===== config.mk =====
export PLATFORM = sky130hd
export DESIGN_NAME = cordic_sine_cosine_top
export DESIGN_NICKNAME = d
export VERILOG_FILES = /design/src/rtl/csc_pkg.sv /design/src/rtl/cordic_sine_cosine_top.sv
export SDC_FILE = /design/constraint.sdc
export NUM_CORES = 2
export LEC_CHECK = 0
export BUFFER_PORTS_ARGS = -buffer_cell sky130_fd_sc_hd__buf_4
export CAP_MARGIN = 10
export CELL_PAD_IN_SITES_DETAIL_PLACEMENT = 0
export CELL_PAD_IN_SITES_GLOBAL_PLACEMENT = 1
export CORE_MARGIN = 10
export CORE_UTILIZATION = 40
export CTS_BUF_LIST = sky130_fd_sc_hd__clkbuf_4
export DETAILED_ROUTE_END_ITERATION = 8
export PLACE_DENSITY = 0.71
export SETUP_SLACK_MARGIN = 0.1
export SYNTH_ARGS = -nofsm -noshare
export SYNTH_HDL_FRONTEND = slang
export SYNTH_SLANG_ARGS = --single-unit

===== constraint.sdc =====
create_clock -name clk -period 9.73 [get_ports clk]
set_clock_uncertainty 0.15 [all_clocks]
set_input_delay 0.973 -clock clk [delete_from_list [all_inputs] [get_ports clk]]
set_output_delay 0.973 -clock clk [all_outputs]
set_load 0.1 [all_outputs]

===== src/rtl/csc_pkg.sv =====
// ---------------------------------------------------------------------------
// CORDIC sine/cosine package
// Register indexes, fixed field widths and the arctangent table in degrees.
// ---------------------------------------------------------------------------
package csc_pkg;

	localparam int ANGLE_W  = 24;
	localparam int OUT_W    = 18;
	localparam int CNT_W    = 5;
	localparam int MAG_W    = 17;
	localparam int CFG_IDX_W = 2;
	localparam int CFG_DAT_W = 17;

	// x and y stay below about 1.65 times the start magnitude plus rounding slack.
	localparam int XY_W = 21;

	localparam logic [CFG_IDX_W-1:0] REG_ITER_COUNT = 2'd0;
	localparam logic [CFG_IDX_W-1:0] REG_START_MAG  = 2'd1;

	localparam logic [CNT_W-1:0] ITER_COUNT_RESET = 5'd7;
	localparam logic [MAG_W-1:0] START_MAG_RESET  = 17'd39803;

	localparam logic signed [XY_W-1:0] OUT_MAX = 21'sd131071;
	localparam logic signed [XY_W-1:0] OUT_MIN = -21'sd131072;

	localparam int TABLE_SIZE = 24;
	localparam int TABLE_FRAC = 30;

	typedef logic [35:0] atan_entry_t;

	// atan(2^-i) in degrees with 30 fractional bits.
	localparam atan_entry_t ATAN_DEG_Q30 [TABLE_SIZE] = '{
		36'd48318382080, 36'd28524006506, 36'd15071301663, 36'd7650428051,
		36'd3840059795,  36'd1921901881,  36'd961185452,   36'd480622056,
		36'd240314695,   36'd120157806,   36'd60078960,    36'd30039487,
		36'd15019745,    36'd7509872,     36'd3754936,     36'd1877468,
		36'd938734,      36'd469367,      36'd234683,      36'd117342,
		36'd58671,       36'd29335,       36'd14668,       36'd7334
	};

	// Table entry rounded to the nearest step at fb fractional bits, halves up.
	function automatic logic [63:0] atan_entry(input int i, input int fb);
		logic [63:0] v;
		int          sh;
		v  = 64'(ATAN_DEG_Q30[i % TABLE_SIZE]);
		sh = TABLE_FRAC - fb;
		if (sh == 0) begin
			return v;
		end
		return (v + (64'd1 << (sh - 1))) >> sh;
	endfunction

endpackage


===== src/rtl/cordic_sine_cosine_top.sv =====
// ---------------------------------------------------------------------------
// CORDIC sine/cosine, rotation mode
// Unrolled pipeline with one shift-add stage per CORDIC iteration.
// ---------------------------------------------------------------------------
// Pipeline: an accepted angle word passes the input register, one stage per
// iteration and one saturating output register, which raises done and holds
// the result word.
// Throughput: one angle word per clock; busy stays low, since each iteration
// has its own adder stage and the receiver cannot stall the result side.
// Reset: arst_n clears all stage valid bits at once and restores the register
// defaults (7 iterations, start magnitude 39803).
module cordic_sine_cosine_top
	import csc_pkg::*;
#(
	parameter int MAX_ITERATIONS = 15,
	parameter int FRACTION_BITS  = 16
) (
	input  logic                        clk,
	input  logic                        arst_n,
	input  logic                        start,
	output logic                        busy,
	input  logic signed [ANGLE_W-1:0]   angle_degrees,
	input  logic                        cfg_valid,
	output logic                        cfg_ready,
	input  logic [CFG_IDX_W-1:0]        cfg_index,
	input  logic [CFG_DAT_W-1:0]        cfg_data,
	output logic                        done,
	output logic signed [OUT_W-1:0]     sine_value,
	output logic signed [OUT_W-1:0]     cosine_value,
	output logic                        status
);

	// The residual angle must hold the input plus the sum of all table entries,
	// which stays under about 100 degrees at FRACTION_BITS fractional bits.
	localparam int Z_BASE = (FRACTION_BITS + 9 > ANGLE_W) ? FRACTION_BITS + 9 : ANGLE_W;
	localparam int Z_W    = Z_BASE + 1;
	localparam int NS     = MAX_ITERATIONS + 1;

	// Configuration registers. Write them only while the pipeline is empty; the
	// block itself does not enforce this, and every stage reads them directly.
	logic [CNT_W-1:0] iter_count_q;
	logic [MAG_W-1:0] start_mag_q;

	assign cfg_ready = 1'b1;

	always_ff @(posedge clk or negedge arst_n) begin
		if (!arst_n) begin
			iter_count_q <= ITER_COUNT_RESET;
			start_mag_q  <= START_MAG_RESET;
		end else if (cfg_valid && cfg_ready) begin
			if (cfg_index == REG_ITER_COUNT) begin
				iter_count_q <= cfg_data[CNT_W-1:0];
			end
			if (cfg_index == REG_START_MAG) begin
				start_mag_q <= cfg_data[MAG_W-1:0];
			end
		end
	end

	// Every cycle may take a new angle word.
	assign busy = 1'b0;

	logic accept;
	assign accept = start && !busy;

	// Stage arrays: entry 0 is the input register, entry k+1 holds the
	// vector after iteration k. The residual angle is kept only for the
	// stages that still have a rotation to steer.
	logic                   vld_s [NS];
	logic signed [XY_W-1:0] x_s   [NS];
	logic signed [XY_W-1:0] y_s   [NS];
	logic signed [Z_W-1:0]  z_s   [MAX_ITERATIONS];

	always_ff @(posedge clk or negedge arst_n) begin
		if (!arst_n) begin
			vld_s[0] <= 1'b0;
		end else begin
			vld_s[0] <= accept;
		end
	end

	always_ff @(posedge clk) begin
		if (accept) begin
			x_s[0] <= XY_W'({1'b0, start_mag_q});
			y_s[0] <= '0;
			z_s[0] <= Z_W'(angle_degrees);
		end
	end

	for (genvar k = 0; k < MAX_ITERATIONS; k++) begin : g_iter
		logic                   active;
		logic                   rot_pos;
		logic signed [XY_W-1:0] dx;
		logic signed [XY_W-1:0] dy;

		// Stages beyond the configured count pass the vector through unchanged.
		assign active  = (CNT_W'(k) < iter_count_q);
		assign rot_pos = !z_s[k][Z_W-1] && (|z_s[k]);
		assign dx      = y_s[k] >>> k;
		assign dy      = x_s[k] >>> k;

		always_ff @(posedge clk or negedge arst_n) begin
			if (!arst_n) begin
				vld_s[k+1] <= 1'b0;
			end else begin
				vld_s[k+1] <= vld_s[k];
			end
		end

		always_ff @(posedge clk) begin
			if (vld_s[k]) begin
				if (!active) begin
					x_s[k+1] <= x_s[k];
					y_s[k+1] <= y_s[k];
				end else if (rot_pos) begin
					x_s[k+1] <= x_s[k] - dx;
					y_s[k+1] <= y_s[k] + dy;
				end else begin
					x_s[k+1] <= x_s[k] + dx;
					y_s[k+1] <= y_s[k] - dy;
				end
			end
		end

		// The last stage has no later rotation, so it drops the residual angle.
		if (k < MAX_ITERATIONS - 1) begin : g_angle
			localparam logic signed [Z_W-1:0] DA = Z_W'(atan_entry(k, FRACTION_BITS));

			always_ff @(posedge clk) begin
				if (vld_s[k]) begin
					if (!active) begin
						z_s[k+1] <= z_s[k];
					end else if (rot_pos) begin
						z_s[k+1] <= z_s[k] - DA;
					end else begin
						z_s[k+1] <= z_s[k] + DA;
					end
				end
			end
		end
	end

	// Output register: saturate to the 18-bit range, or report an invalid
	// iteration count with zero outputs.
	logic                   bad_count;
	logic signed [XY_W-1:0] x_last;
	logic signed [XY_W-1:0] y_last;
	logic signed [XY_W-1:0] x_sat;
	logic signed [XY_W-1:0] y_sat;

	assign bad_count = (iter_count_q > CNT_W'(MAX_ITERATIONS));
	assign x_last    = x_s[MAX_ITERATIONS];
	assign y_last    = y_s[MAX_ITERATIONS];

	always_comb begin
		priority if (x_last > OUT_MAX) begin
			x_sat = OUT_MAX;
		end else if (x_last < OUT_MIN) begin
			x_sat = OUT_MIN;
		end else begin
			x_sat = x_last;
		end
		priority if (y_last > OUT_MAX) begin
			y_sat = OUT_MAX;
		end else if (y_last < OUT_MIN) begin
			y_sat = OUT_MIN;
		end else begin
			y_sat = y_last;
		end
	end

	logic done_q;

	always_ff @(posedge clk or negedge arst_n) begin
		if (!arst_n) begin
			done_q <= 1'b0;
		end else begin
			done_q <= vld_s[MAX_ITERATIONS];
		end
	end

	logic signed [OUT_W-1:0] sine_q;
	logic signed [OUT_W-1:0] cosine_q;
	logic                    status_q;

	always_ff @(posedge clk) begin
		if (vld_s[MAX_ITERATIONS]) begin
			if (bad_count) begin
				sine_q   <= '0;
				cosine_q <= '0;
				status_q <= 1'b1;
			end else begin
				sine_q   <= y_sat[OUT_W-1:0];
				cosine_q <= x_sat[OUT_W-1:0];
				status_q <= 1'b0;
			end
		end
	end

	assign done         = done_q;
	assign sine_value   = sine_q;
	assign cosine_value = cosine_q;
	assign status       = status_q;

endmodule


==> metrics <==
share of synthesized flip-flops with an asynchronous set or reset=0.0352; starting density of the core=0.403; CP Buf/Inv Count=2; total power of the final layout=32.7 mW; ordered cell list for the critical path=nor4_1, nand4_1, nor2_1, o21ai_2, inv_1, buf_4, ha_1, a21o_1, a21oi_1, o21bai_1, a2111oi_0, nor2_1, a211oi_1, nor3_1, nand3_1, a21oi_1, o41a_1, o22a_1; most common cell in the synthesized netlist=nand2_1; number of resized instances in the post-cts repair step=0; post-route standard cell area excluding fillers=0.110 mm2; outcome=finished, final reports clean; die span in x=524 um; share of cells above drive strength 1=0.0705; count of maximum capacitance violations=0; Max-Slew Margin vs Limit=0.190; Yosys cell types=100; Die Outline Area=0.274 mm2; highest clock rate=0.188 GHz; start of the worst register-to-register path=z_s[0][187]; number of design-rule violations left by the first detailed-router iteration=7,393; gate count after technology mapping=11,900; RePlAce Congestion=0.893; synthesis warning total=0; number of nets with antenna violations after detailed routing=0; static leakage=44.7 nW; proportion of synthesized chip area in sequential cells=0.326; max-slew violations=0; data required time of the critical path=10,570 ps; slack of the critical path=4410 ps; synth-to-layout area growth=7.94%; port buffer count=84; family of cells with the greatest summed delay on the critical path=compound AO/OA/AOI/OAI gates; Least-Margin Pin Slew=1220 ps; ranking of synthesized cells by instance count=1,194 x nand2_1, 1,188 x o21ai_0, 1,121 x ha_1; number of hold-slack violations in the final timing report=0; buffer type at the clock tree root=clkbuf_4; startpoint of the worst setup timing path=z_s[0][187]; wire length of the first global-routing pass=476 mm; H-tree levels=5; GRT Resource Usage Total=0.214; count of flip-flops with a built-in enable after synthesis=1,068; maximum fanout count along the critical path=38; power per cell area=299 mW/mm2; RSZ-0062 raised after global routing=false; top area cells in the synthesized netlist=edfxtp_1 32%, ha_1 14%, o21ai_0 5.9%; placement-stage worst setup slack=4620 ps; crit end category=flop; summed instance area of the synthesized netlist=0.102 mm2; TritonCTS buffer count=336; average cell area after synthesis=8.51 um2; Critical Path Start Type=flop; WL per Instance=19.6 um; Via Count=88,100; remaining routing DRC violations=0; number of iterations in the first detailed-routing pass=7; placed cell area=0.105 mm2; class of the most critical hold timing path=in -> async; io pins=87; synthesis-stage register bit count=1,107; accumulated negative setup slack=0 ps; CTS Sinks=1,107; clock slew seen by the registers of the worst setup and hold paths=80 ps; total of endpoints with negative setup slack in the final report=0; net count of the finished layout=13,100; most area-hungry cell type in the Yosys netlist=edfxtp_1; HPWL after detailed placement=230 mm; placeable core area=0.252 mm2; Synthesized Nets=13,200; cell with the biggest individual delay on the critical path=a2111oi_0; sum of routed wire length over all layers=304 mm; clock tree from TritonCTS=built; ratio of routed vias to standard cells=5.68; Core Util, Final=0.435; vertical die dimension=524 um; Largest stage delay, worst path=660 ps; share of the clock period used by the worst path after layout=0.547; vias in the first global route=84,300; data arrival time of the worst path=6160 ps; gr ovfl total=0; initial antenna violation count=11; Clock Tree Buf Depth=4; top cell type's share of synthesized area=0.316; clock latency on the worst-skew pair=1400 ps; Critical Setup Path Class=reg -> reg; peak ir drop on the vdd network=0.124 mV; post-layout min period=5320 ps; dominant synthesized flop cell=edfxtp_1; Cell Rows=184; pin count of the biggest net entering global routing=101; filler cell count=24,900
[path summary, 6_finish.rpt]
check	endpoint	slack, ps	cells after the start
min in group clk	z_s[0][18]	210	2
min reg2reg	x_s[0][7]	310	0
max	z_s[1][25]	4410	18
max in group asynchronous	start_mag_q[11]	8490	3
max reg2reg	z_s[1][25]	4410	18
min	done	200	3
[per-stage QoR]
step,instances,hold WS [ps]
2_1_floorplan,11900,216
3_3_place_gp,14900,281
3_5_place_dp,14900,286
4_1_cts,15500,21.1
5_1_grt,15500,56.0
6_report,15500,202
[report_power, final]
part / leakage (nW) / internal, mW / total, mW / switching [mW]
logic: 31.2 / 7.71 / 19.4 / 11.6
clock network: 2.44 / 2.33 / 4.50 / 2.16
registers: 11.0 / 6.90 / 8.87 / 1.98
[kinds of logic (layout without fill, tap and decap cells)]
kind of cell / Yosys count / count (layout) / synth area share
xor+xnor: 885 / 885 / 0.0763
flops: 1107 / 1107 / 0.326
fa+ha+maj: 1176 / 1176 / 0.149
other cells: 2 / 10 / 0.0000739
buf+inv: 1419 / 1641 / 0.0537
compound gates: 3636 / 3636 / 0.222
mux: 64 / 64 / 0.00666
simple gates: 3643 / 3643 / 0.167
[final cells by class]
type / count / area [um2] / share of cell area
multi-input combinational: 9406 / 63400 / 0.578
sequential: 1107 / 33100 / 0.302
tap: 3348 / 4190 / 0.0382
clock buffer: 465 / 3490 / 0.0318
inverter: 867 / 3250 / 0.0297
timing repair buffer: 202 / 1640 / 0.0150
clock inverter: 107 / 576 / 0.00525
antenna: 8 / 20.0 / 0.000183
[routing by layer]
layer,vias up,track usage,share of wire
met5,-,0,0.000043
met4,2,0.0581,0.024
met3,419,0.0336,0.060
met2,2614,0.335,0.44
met1,41900,0.305,0.48
li1,43200,-,-
[registers in the layout (all words and copies together), names as in the netlist]
| register | count |
|---|---|
| cosine_value | 18 |
| done | 1 |
| iter_count_q | 5 |
| sine_value | 18 |
| start_mag_q | 17 |
| status | 1 |
| vld_s | 16 |
| x_s | 328 |
| y_s | 315 |
| z_s | 388 |
[cell usage in the layout, fill, tap and decap left out, types with 70 or more instances in the layout]
cell type | synthesis | routed
a211oi_1 | 163 | 163
a21o_1 | 154 | 154
a21oi_1 | 907 | 907
a31oi_1 | 168 | 167
and3_1 | 75 | 75
buf_4 | 8 | 153
clkbuf_4 | 0 | 465
clkinv_1 | 0 | 70
edfxtp_1 | 1068 | 1068
ha_1 | 1121 | 1121
inv_1 | 867 | 867
nand2_1 | 1194 | 1190
nand2b_1 | 142 | 142
nand3_1 | 188 | 188
nor2_1 | 991 | 987
nor2b_1 | 152 | 152
nor3_1 | 367 | 367
nor4_1 | 105 | 105
o211ai_1 | 84 | 84
o21a_1 | 126 | 126
o21ai_0 | 1188 | 1185
o21bai_1 | 151 | 151
o31ai_1 | 126 | 124
or3_1 | 134 | 134
xnor2_1 | 601 | 601
xor2_1 | 284 | 284
[tightest hold or removal path: stages]
cell           delay [ps]
dlygate4sd3_1         530
buf_4                 130
buf_4                 530
[timing repair]
action,in CTS,in global routing
endpoints found under the hold margin,119,0
setup buffers,0,0
hold buffers,49,0
Power figures use the tool's default switching activity.
